===== src/rtl/core/epsi_pkg.sv =====
// shared constants, types and the sine table for the eight-phase sine interpolator
package epsi_pkg;

  localparam int unsigned PHASE_STEPS   = 25;
  localparam int unsigned TURN_STEPS    = 200;
  localparam int unsigned QUARTER_STEPS = 50;
  localparam int unsigned SINE_W        = 16;
  localparam int unsigned ANGLE_W       = 8;
  localparam int unsigned INDEX_W       = 10;
  localparam int unsigned CODE_W        = 11;
  localparam int unsigned AMP_W         = 16;
  localparam int unsigned OUT_W         = 20;

  localparam logic [63:0] PI_Q30 = 64'd3373259426;

  // ceil(2^20 / 25), exact quotient for any value below 1024
  localparam logic [15:0] MOD25_MUL = 16'd41944;
  // ceil(2^36 / 255), exact quotient for any value below 2^27
  localparam logic [28:0] DIV255_MUL = 29'd269488145;
  // half of 255 * 4096, the rounding bias
  localparam logic [38:0] ROUND_BIAS = 39'd522240;

  localparam logic [OUT_W-1:0] OUT_POS_LIMIT = 20'd524287;
  localparam logic [OUT_W-1:0] OUT_NEG_LIMIT = 20'd524288;

  typedef logic signed [SINE_W-1:0] sine_t;
  typedef logic [TURN_STEPS-1:0][SINE_W-1:0] sine_table_t;

  // sin(pi*m/100) in q1.15 from a q2.30 taylor series
  function automatic logic [SINE_W-1:0] quarter_sine(input int unsigned m);
    logic [63:0]        ang;
    logic [63:0]        term;
    logic [63:0]        q;
    logic signed [63:0] acc;
    int unsigned        mm;
    mm   = (m > QUARTER_STEPS) ? QUARTER_STEPS : m;
    ang  = (PI_Q30 * 64'(mm) + 64'd50) / 64'd100;
    term = ang;
    acc  = $signed(ang);
    for (int unsigned j = 1; j <= 9; j++) begin
      term = ((term * ang) >> 30) / 64'(2 * j);
      term = ((term * ang) >> 30) / 64'(2 * j + 1);
      if ((j & 1) != 0) begin
        acc = acc - $signed(term);
      end else begin
        acc = acc + $signed(term);
      end
    end
    if (acc < 0) begin
      acc = 0;
    end
    q = (64'(acc) + 64'd16384) >> 15;
    if (q > 64'd32767) begin
      q = 64'd32767;
    end
    return SINE_W'(q);
  endfunction

  // one full turn in 200 steps, built from the quarter wave
  function automatic sine_table_t build_sine_table();
    sine_table_t    tbl;
    int unsigned    quad;
    int unsigned    rem;
    logic [SINE_W-1:0] v;
    for (int unsigned n = 0; n < TURN_STEPS; n++) begin
      quad = n / QUARTER_STEPS;
      rem  = n % QUARTER_STEPS;
      if (quad == 0 || quad == 2) begin
        v = quarter_sine(rem);
      end else begin
        v = quarter_sine(QUARTER_STEPS - rem);
      end
      tbl[n] = (quad >= 2) ? SINE_W'(-v) : v;
    end
    return tbl;
  endfunction

  localparam sine_table_t SINE_TABLE = build_sine_table();

endpackage


===== src/rtl/core/eight_phase_sine_interpolator.sv =====
// eight-phase sine interpolator: blends two adjacent reference phases and scales the result
//
// Each input transaction carries an 11-bit phase code and a 10-bit sample index and yields
// exactly one output transaction: the weighted blend of the sines of two reference phases
// 45 degrees apart, scaled by the amplitude register (unsigned q4.12, reset 1.0), rounded to
// nearest and saturated to signed q5.15. The block is an 11-stage pipeline that accepts one
// transaction per clock unless it is full and stalled; output valid rises once a transaction
// has passed through every stage register. Each stage holds its own valid bit and stages
// with no data fill up while the output is stalled, so tready drops only when every stage
// is occupied and the output is stalled. The amplitude register is written with cfg_we_i
// and should only change while no transaction is in flight.
module eight_phase_sine_interpolator #(
  parameter int unsigned INDEX_COUNT = 1024
) (
  input  logic        clk_i,
  input  logic        rst_ni,
  // configuration: amplitude, unsigned q4.12
  input  logic        cfg_we_i,
  input  logic [15:0] cfg_wdata_i,
  // input stream
  input  logic        s_axis_tvalid_i,
  output logic        s_axis_tready_o,
  // [10:0] phase_code, [20:11] sample_index, [23:21] zero
  input  logic [23:0] s_axis_tdata_i,
  // output stream
  output logic        m_axis_tvalid_o,
  input  logic        m_axis_tready_i,
  // [19:0] mixed_sample (signed), [23:20] zero
  output logic [23:0] m_axis_tdata_o
);
  import epsi_pkg::*;

  localparam int unsigned NSTAGE = 11;

  // sample index wrap: only needed when the table is shorter than the index range
  localparam bit                 MOD_ACTIVE = (INDEX_COUNT < (2 ** INDEX_W));
  localparam logic [19:0]        MOD_MUL    = 20'((2 ** 20 + INDEX_COUNT - 1) / INDEX_COUNT);
  localparam logic [INDEX_W-1:0] IDX_N      = INDEX_W'(INDEX_COUNT);

  // pipeline control
  logic [NSTAGE-1:0] v_q;
  logic [NSTAGE-1:0] ld;

  // stage registers
  logic [INDEX_W-1:0] sidx1_q;
  logic [CODE_W-1:0]  pc1_q, pc2_q, pc3_q, pc4_q;
  logic [29:0]        p1_q;
  logic [INDEX_W-1:0] r2_q, r3_q;
  logic [25:0]        p3_q;
  logic [4:0]         pos4_q;
  logic [ANGLE_W-1:0] na5_q, nb5_q;
  logic [7:0]         w5_q, w6_q;
  sine_t              sa6_q, sb6_q;
  logic signed [23:0] mix7_q;
  logic [38:0]        mag8_q;
  logic               neg8_q, neg9_q, neg10_q;
  logic [26:0]        t9_q;
  logic [OUT_W-1:0]   q10_q;
  logic [OUT_W-1:0]   out11_q;
  logic [AMP_W-1:0]   amp_q;

  // next values
  logic [29:0]        p1_d;
  logic [19:0]        qn_prod;
  logic [INDEX_W-1:0] r2_d;
  logic [25:0]        p3_d;
  logic [5:0]         q25;
  logic [4:0]         pos4_d;
  logic [2:0]         ka, kb;
  logic [8:0]         sum_a, sum_b;
  logic [ANGLE_W-1:0] na5_d, nb5_d;
  logic signed [24:0] pa, pb;
  logic signed [23:0] mix7_d;
  logic [22:0]        absmix;
  logic [38:0]        mag8_d;
  logic [38:0]        biased;
  logic [26:0]        t9_d;
  logic [55:0]        p10;
  logic [OUT_W-1:0]   out11_d;

  // a stage takes new data when it is empty or its content moves on
  always_comb begin
    ld[NSTAGE-1] = ~v_q[NSTAGE-1] | m_axis_tready_i;
    for (int k = NSTAGE - 2; k >= 0; k--) begin
      ld[k] = ~v_q[k] | ld[k+1];
    end
  end

  assign s_axis_tready_o = ld[0];
  assign m_axis_tvalid_o = v_q[NSTAGE-1];
  assign m_axis_tdata_o  = {4'b0, out11_q};

  // stage 1: reciprocal product for the index wrap
  assign p1_d = 30'(s_axis_tdata_i[20:11]) * 30'(MOD_MUL);

  // stage 2: index modulo table length
  assign qn_prod = 20'(p1_q[29:20]) * 20'(IDX_N);
  assign r2_d    = MOD_ACTIVE ? (sidx1_q - qn_prod[INDEX_W-1:0]) : sidx1_q;

  // stage 3: reciprocal product for modulo 25
  assign p3_d = 26'(r2_q) * 26'(MOD25_MUL);

  // stage 4: position within one sine period
  assign q25    = p3_q[25:20];
  assign pos4_d = 5'(r3_q - 10'(10'(q25) * 10'd25));

  // stage 5: table steps of both phases, wrapped to one turn
  assign ka    = pc4_q[10:8];
  assign kb    = ka + 3'd1;
  assign sum_a = 9'(pos4_q) * 9'd8 + 9'(ka) * 9'd25;
  assign sum_b = 9'(pos4_q) * 9'd8 + 9'(kb) * 9'd25;
  assign na5_d = (sum_a >= 9'(TURN_STEPS)) ? ANGLE_W'(sum_a - 9'(TURN_STEPS)) : ANGLE_W'(sum_a);
  assign nb5_d = (sum_b >= 9'(TURN_STEPS)) ? ANGLE_W'(sum_b - 9'(TURN_STEPS)) : ANGLE_W'(sum_b);

  // stage 7: weighted blend, (255-w)*sa + w*sb
  assign pa     = $signed({1'b0, 8'd255 - w6_q}) * sa6_q;
  assign pb     = $signed({1'b0, w6_q}) * sb6_q;
  assign mix7_d = 24'(pa + pb);

  // stage 8: magnitude times amplitude
  assign absmix = mix7_q[23] ? 23'(-mix7_q) : 23'(mix7_q);
  assign mag8_d = 39'(absmix) * 39'(amp_q);

  // stage 9: round and drop the 4096 factor
  assign biased = mag8_q + ROUND_BIAS;
  assign t9_d   = biased[38:12];

  // stage 10: divide by 255
  assign p10 = 56'(t9_q) * 56'(DIV255_MUL);

  // stage 11: restore sign and saturate
  always_comb begin
    if (!neg10_q) begin
      out11_d = (q10_q > OUT_POS_LIMIT) ? OUT_POS_LIMIT : q10_q;
    end else if (q10_q > OUT_NEG_LIMIT) begin
      out11_d = OUT_NEG_LIMIT;
    end else begin
      out11_d = OUT_W'(-q10_q);
    end
  end

  // control state
  always_ff @(posedge clk_i or negedge rst_ni) begin
    if (!rst_ni) begin
      v_q   <= '0;
      amp_q <= 16'd4096;
    end else begin
      if (cfg_we_i) begin
        amp_q <= cfg_wdata_i;
      end
      if (ld[0]) begin
        v_q[0] <= s_axis_tvalid_i;
      end
      for (int k = 1; k < NSTAGE; k++) begin
        if (ld[k]) begin
          v_q[k] <= v_q[k-1];
        end
      end
    end
  end

  // payload, no reset
  always_ff @(posedge clk_i) begin
    if (ld[0]) begin
      sidx1_q <= s_axis_tdata_i[20:11];
      pc1_q   <= s_axis_tdata_i[10:0];
      p1_q    <= p1_d;
    end
    if (ld[1]) begin
      r2_q  <= r2_d;
      pc2_q <= pc1_q;
    end
    if (ld[2]) begin
      r3_q  <= r2_q;
      p3_q  <= p3_d;
      pc3_q <= pc2_q;
    end
    if (ld[3]) begin
      pos4_q <= pos4_d;
      pc4_q  <= pc3_q;
    end
    if (ld[4]) begin
      na5_q <= na5_d;
      nb5_q <= nb5_d;
      w5_q  <= pc4_q[7:0];
    end
    if (ld[5]) begin
      sa6_q <= $signed(SINE_TABLE[na5_q]);
      sb6_q <= $signed(SINE_TABLE[nb5_q]);
      w6_q  <= w5_q;
    end
    if (ld[6]) begin
      mix7_q <= mix7_d;
    end
    if (ld[7]) begin
      mag8_q <= mag8_d;
      neg8_q <= mix7_q[23];
    end
    if (ld[8]) begin
      t9_q   <= t9_d;
      neg9_q <= neg8_q;
    end
    if (ld[9]) begin
      q10_q   <= p10[55:36];
      neg10_q <= neg9_q;
    end
    if (ld[10]) begin
      out11_q <= out11_d;
    end
  end

  // full pipeline behind a stalled output must push back on the input
  a_full_stall: assert property (@(posedge clk_i) disable iff (!rst_ni)
    (m_axis_tvalid_o && !m_axis_tready_i && (&v_q)) |-> !s_axis_tready_o)
    else $error("input ready while every stage is full and output stalled");

  // the quotient stays inside q5.15, saturation is never reached
  a_no_saturate: assert property (@(posedge clk_i) disable iff (!rst_ni)
    v_q[9] |-> (q10_q < OUT_NEG_LIMIT))
    else $error("scaled magnitude out of output range");

  // the output sign follows the sign carried down the pipeline
  a_sign_track: assert property (@(posedge clk_i) disable iff (!rst_ni)
    (ld[10] && v_q[9]) |=> (out11_q[OUT_W-1] == $past(neg10_q) || out11_q == '0))
    else $error("output sign does not match blended sign");

endmodule

===== config.mk =====
export PLATFORM = sky130hd
export DESIGN_NAME = eight_phase_sine_interpolator
export DESIGN_NICKNAME = d
export VERILOG_FILES = /design/src/rtl/core/epsi_pkg.sv /design/src/rtl/core/eight_phase_sine_interpolator.sv
export SDC_FILE = /design/constraint.sdc
export NUM_CORES = 2
export LEC_CHECK = 0
export BUFFER_PORTS_ARGS = -buffer_cell sky130_fd_sc_hd__buf_2
export CAP_MARGIN = 0
export CORE_MARGIN = 5
export CORE_UTILIZATION = 25
export DETAILED_ROUTE_END_ITERATION = 8
export GPL_TIMING_DRIVEN = 1
export SLEW_MARGIN = 25
export SYNTH_ARGS = -nofsm -noshare
export SYNTH_HDL_FRONTEND = slang
export SYNTH_SLANG_ARGS = --single-unit

===== constraint.sdc =====
create_clock -name clk_i -period 9.45 [get_ports clk_i]
set_input_delay 0 -clock clk_i [delete_from_list [all_inputs] [get_ports clk_i]]
set_output_delay 0 -clock clk_i [all_outputs]
set_load 0.005 [all_outputs]

==> reports/metrics.yaml <==
hold_path:
  hp-class: "in -> async"
die:
  ios: 71
  coreArea_sq_um: 180000
  fp.dieArea_sq_um: 190000
  initial_utilization_pct: 25.1
  row_count: 156
  dieWidth_microns: 435
  die_h_microns: 435
global_route:
  grt_max_degree: 89
  grt_pass1_vias: 36700
  grt.total_usage_pct: 12.9
  grt_overflow: 0
  antenna_found_initial: 1
  grt_pass1_wl_microns: 201000
synth:
  synth_cell_types: 78
  ys.flop_type: "edfxtp_1"
  synth-seq-cells: 292
  syn_avg_cell_area_sq_um: 9.17
  syn_inst: 4936
  yosysSeqAreaShare_pct: 19.1
  yosysMostFrequentCell: "inv_1"
  synth_edf_count: 265
  synth_area_leaders: "fa_1 (27%), edfxtp_1 (18%), ha_1 (14%), inv_1 (6.7%), nand2_1 (4.5%)"
  synth_common_cells: "inv_1 (803), fa_1 (602), nand2_1 (547), ha_1 (507), edfxtp_1 (265)"
  async_reset_ff_share_pct: 9.25
  synth_area_sq_um: 45300
  ys_warn_count: 0
  yosysTopAreaCellShare_pct: 26.6
  synth_top_area_cell: "fa_1"
route:
  wl_microns: 124000
  drc: 0
  dr.pass1.iters: 6
  routed-via-count: 35200
  wl_per_cell_microns: 17.0
  initialDrtViolationCount: 2719
  ant_nets: 0
  vias_per_cell: 4.82
timing:
  fmaxAchievable_mhz: 119
  rsz0062_at_grt: "no"
  setup_tns_ns: 0
  setup_violations: 0
  finClkSkew_ns: 0.0352
  slew_viol_final: 0
  fin_crit_ns: 8.38
  slew_headroom_pct: 30.4
  fin_crit_sh_pct: 88.7
  hold_viol: 0
  worst_pin_slew_ns: 1.04
clock_tree:
  cts_setup_buffers: 0
  cts-root-buf: "clkbuf_16"
  cts_sinks: 292
  cts_made_buffers: 31
  cts-resized-gates: 0
  cts_buffer_depth: 3
  cts_max_level: 1
  clk_pin_slew_ns: 0.07
  tritoncts: "built"
  cts_hold_buf: 56
  clock_latency_ns: 0.62
setup_path:
  required_ns: 9.81
  cp_max_fo: 10
  ff2ff_setup_slack_ns: 1.07
  critPathLaunchType: "flip-flop"
  cp_data_arrival_time_ns: 8.74
  worstSetupPathType: "reg -> reg"
  worstSetupEndpointType: "flip-flop"
layout:
  drive_gt1_share_pct: 5.21
  fin_nets: 6066
  syn_to_final_growth_pct: 9.97
outcome:
  outcome: "finished clean"
placement:
  hpwl_microns: 93900
  io_buffers: 63
  routabilityCongestion: 0.958
flow_run:
  maxCapViolCount: 0
cell type report:
class | count | area (sq um)
Inverter | 808 | 3030
Clock buffer | 43 | 891
Antenna cell | 1 | 2.50
Tap cell | 2370 | 2970
Clock inverter | 15 | 146
Sequential cell | 292 | 8640
Timing Repair Buffer | 195 | 1450
Multi-Input combinational cell | 3584 | 32600
Fill cell | 19200 | 131000
per-stage QoR:
step	hold slack [ns]	utilization [%]	worst slack [ns]	instances	area [sq um]
6_report	0.0362	27.6	1.07	7308	49800
5_1_grt	0.0648	27.6	0.658	7307	49800
4_1_cts	0.0289	27.6	1.03	7307	49800
3_5_place_dp	0.166	26.7	1.04	7193	48200
3_3_place_gp	0.159	26.7	1.05	7193	48100
2_1_floorplan	-0.296	-	1.63	4940	45300
registers in the layout, summed over array words and instances (netlist names), 8 cells and up:
| name | count |
|---|---|
| mag8_q | 28 |
| t9_q | 27 |
| mix7_q | 24 |
| out11_q | 20 |
| q10_q | 20 |
| amp_q | 16 |
| sa6_q | 16 |
| sb6_q | 16 |
| pc1_q | 11 |
| pc2_q | 11 |
| pc3_q | 11 |
| pc4_q | 11 |
| v_q | 11 |
| r2_d | 10 |
| r2_q | 10 |
| na5_q | 8 |
| nb5_q | 8 |
| w5_q | 8 |
| w6_q | 8 |
layer usage:
metal	part of all wire [%]	global-route usage (%)	up-vias
met3	6.0	1.91	262
met2	49	22.2	1207
met5	0	0	-
met4	3.2	3.83	0
met1	42	16.7	17500
li1	-	-	16200
cells in the final DEF (no fill, tap or decap), types with 89 or more instances in the layout:
cell      count
a21oi_1     249
and2_1      230
nor2b_1      89
edfxtp_1    265
ha_1        507
fa_1        602
nor2_1      191
o21ai_0     235
xnor2_1     117
inv_1       802
nand2b_1    107
nand2_1     545
path summary, 6_finish.rpt:
path	start	to	depth (start not counted)
setup reg to reg	mix7_q[8]$_DFFE_PP_	mag8_q[38]$_DFFE_PP_	27
max in group asynchronous	rst_ni	amp_q[8]$_DFFE_PN0P_	2
hold reg to reg	pc1_q[6]$_DFFE_PP_	pc2_q[6]$_DFFE_PP_	0
min in group clk_i	s_axis_tdata_i[4]	pc1_q[4]$_DFFE_PP_	2
hold / removal	rst_ni	v_q[0]$_DFFE_PN0P_	2
setup / recovery	mix7_q[8]$_DFFE_PP_	mag8_q[38]$_DFFE_PP_	27
worst max-delay path, cell delays in order, from the launching register on:
cell	delay (ns)
edfxtp_1	0.44
or4_1	0.62
nor4_1	0.26
nor2b_1	0.22
nand2_1	0.12
o41ai_1	0.35
xnor2_1	0.50
buf_4	0.29
nand2_1	0.08
fa_1	0.50
fa_1	0.54
inv_1	0.06
fa_1	0.48
fa_1	0.50
fa_1	0.49
inv_1	0.05
fa_1	0.47
inv_1	0.04
ha_1	0.34
a21o_1	0.20
a21oi_1	0.22
nand2_1	0.08
a311oi_1	0.31
buf_4	0.19
or3_1	0.17
a31oi_1	0.18
a211o_1	0.31
o211a_1	0.13
cell families after synthesis:
group	after synthesis	synth area share (%)
AO/OA/AOI/OAI	888	12.4
XOR/XNOR	154	2.98
adder cells (fa/ha/maj)	1110	40.7
buffers and inverters	1064	8.86
flip-flops	292	19.1
multiplexers	34	0.973
other	1	0.00829
AND/OR/NAND/NOR	1393	15.0
Power is left out: the tool's default activity adds up to more than one toggle a clock period on the data nets, which glitch-free logic cannot reach.
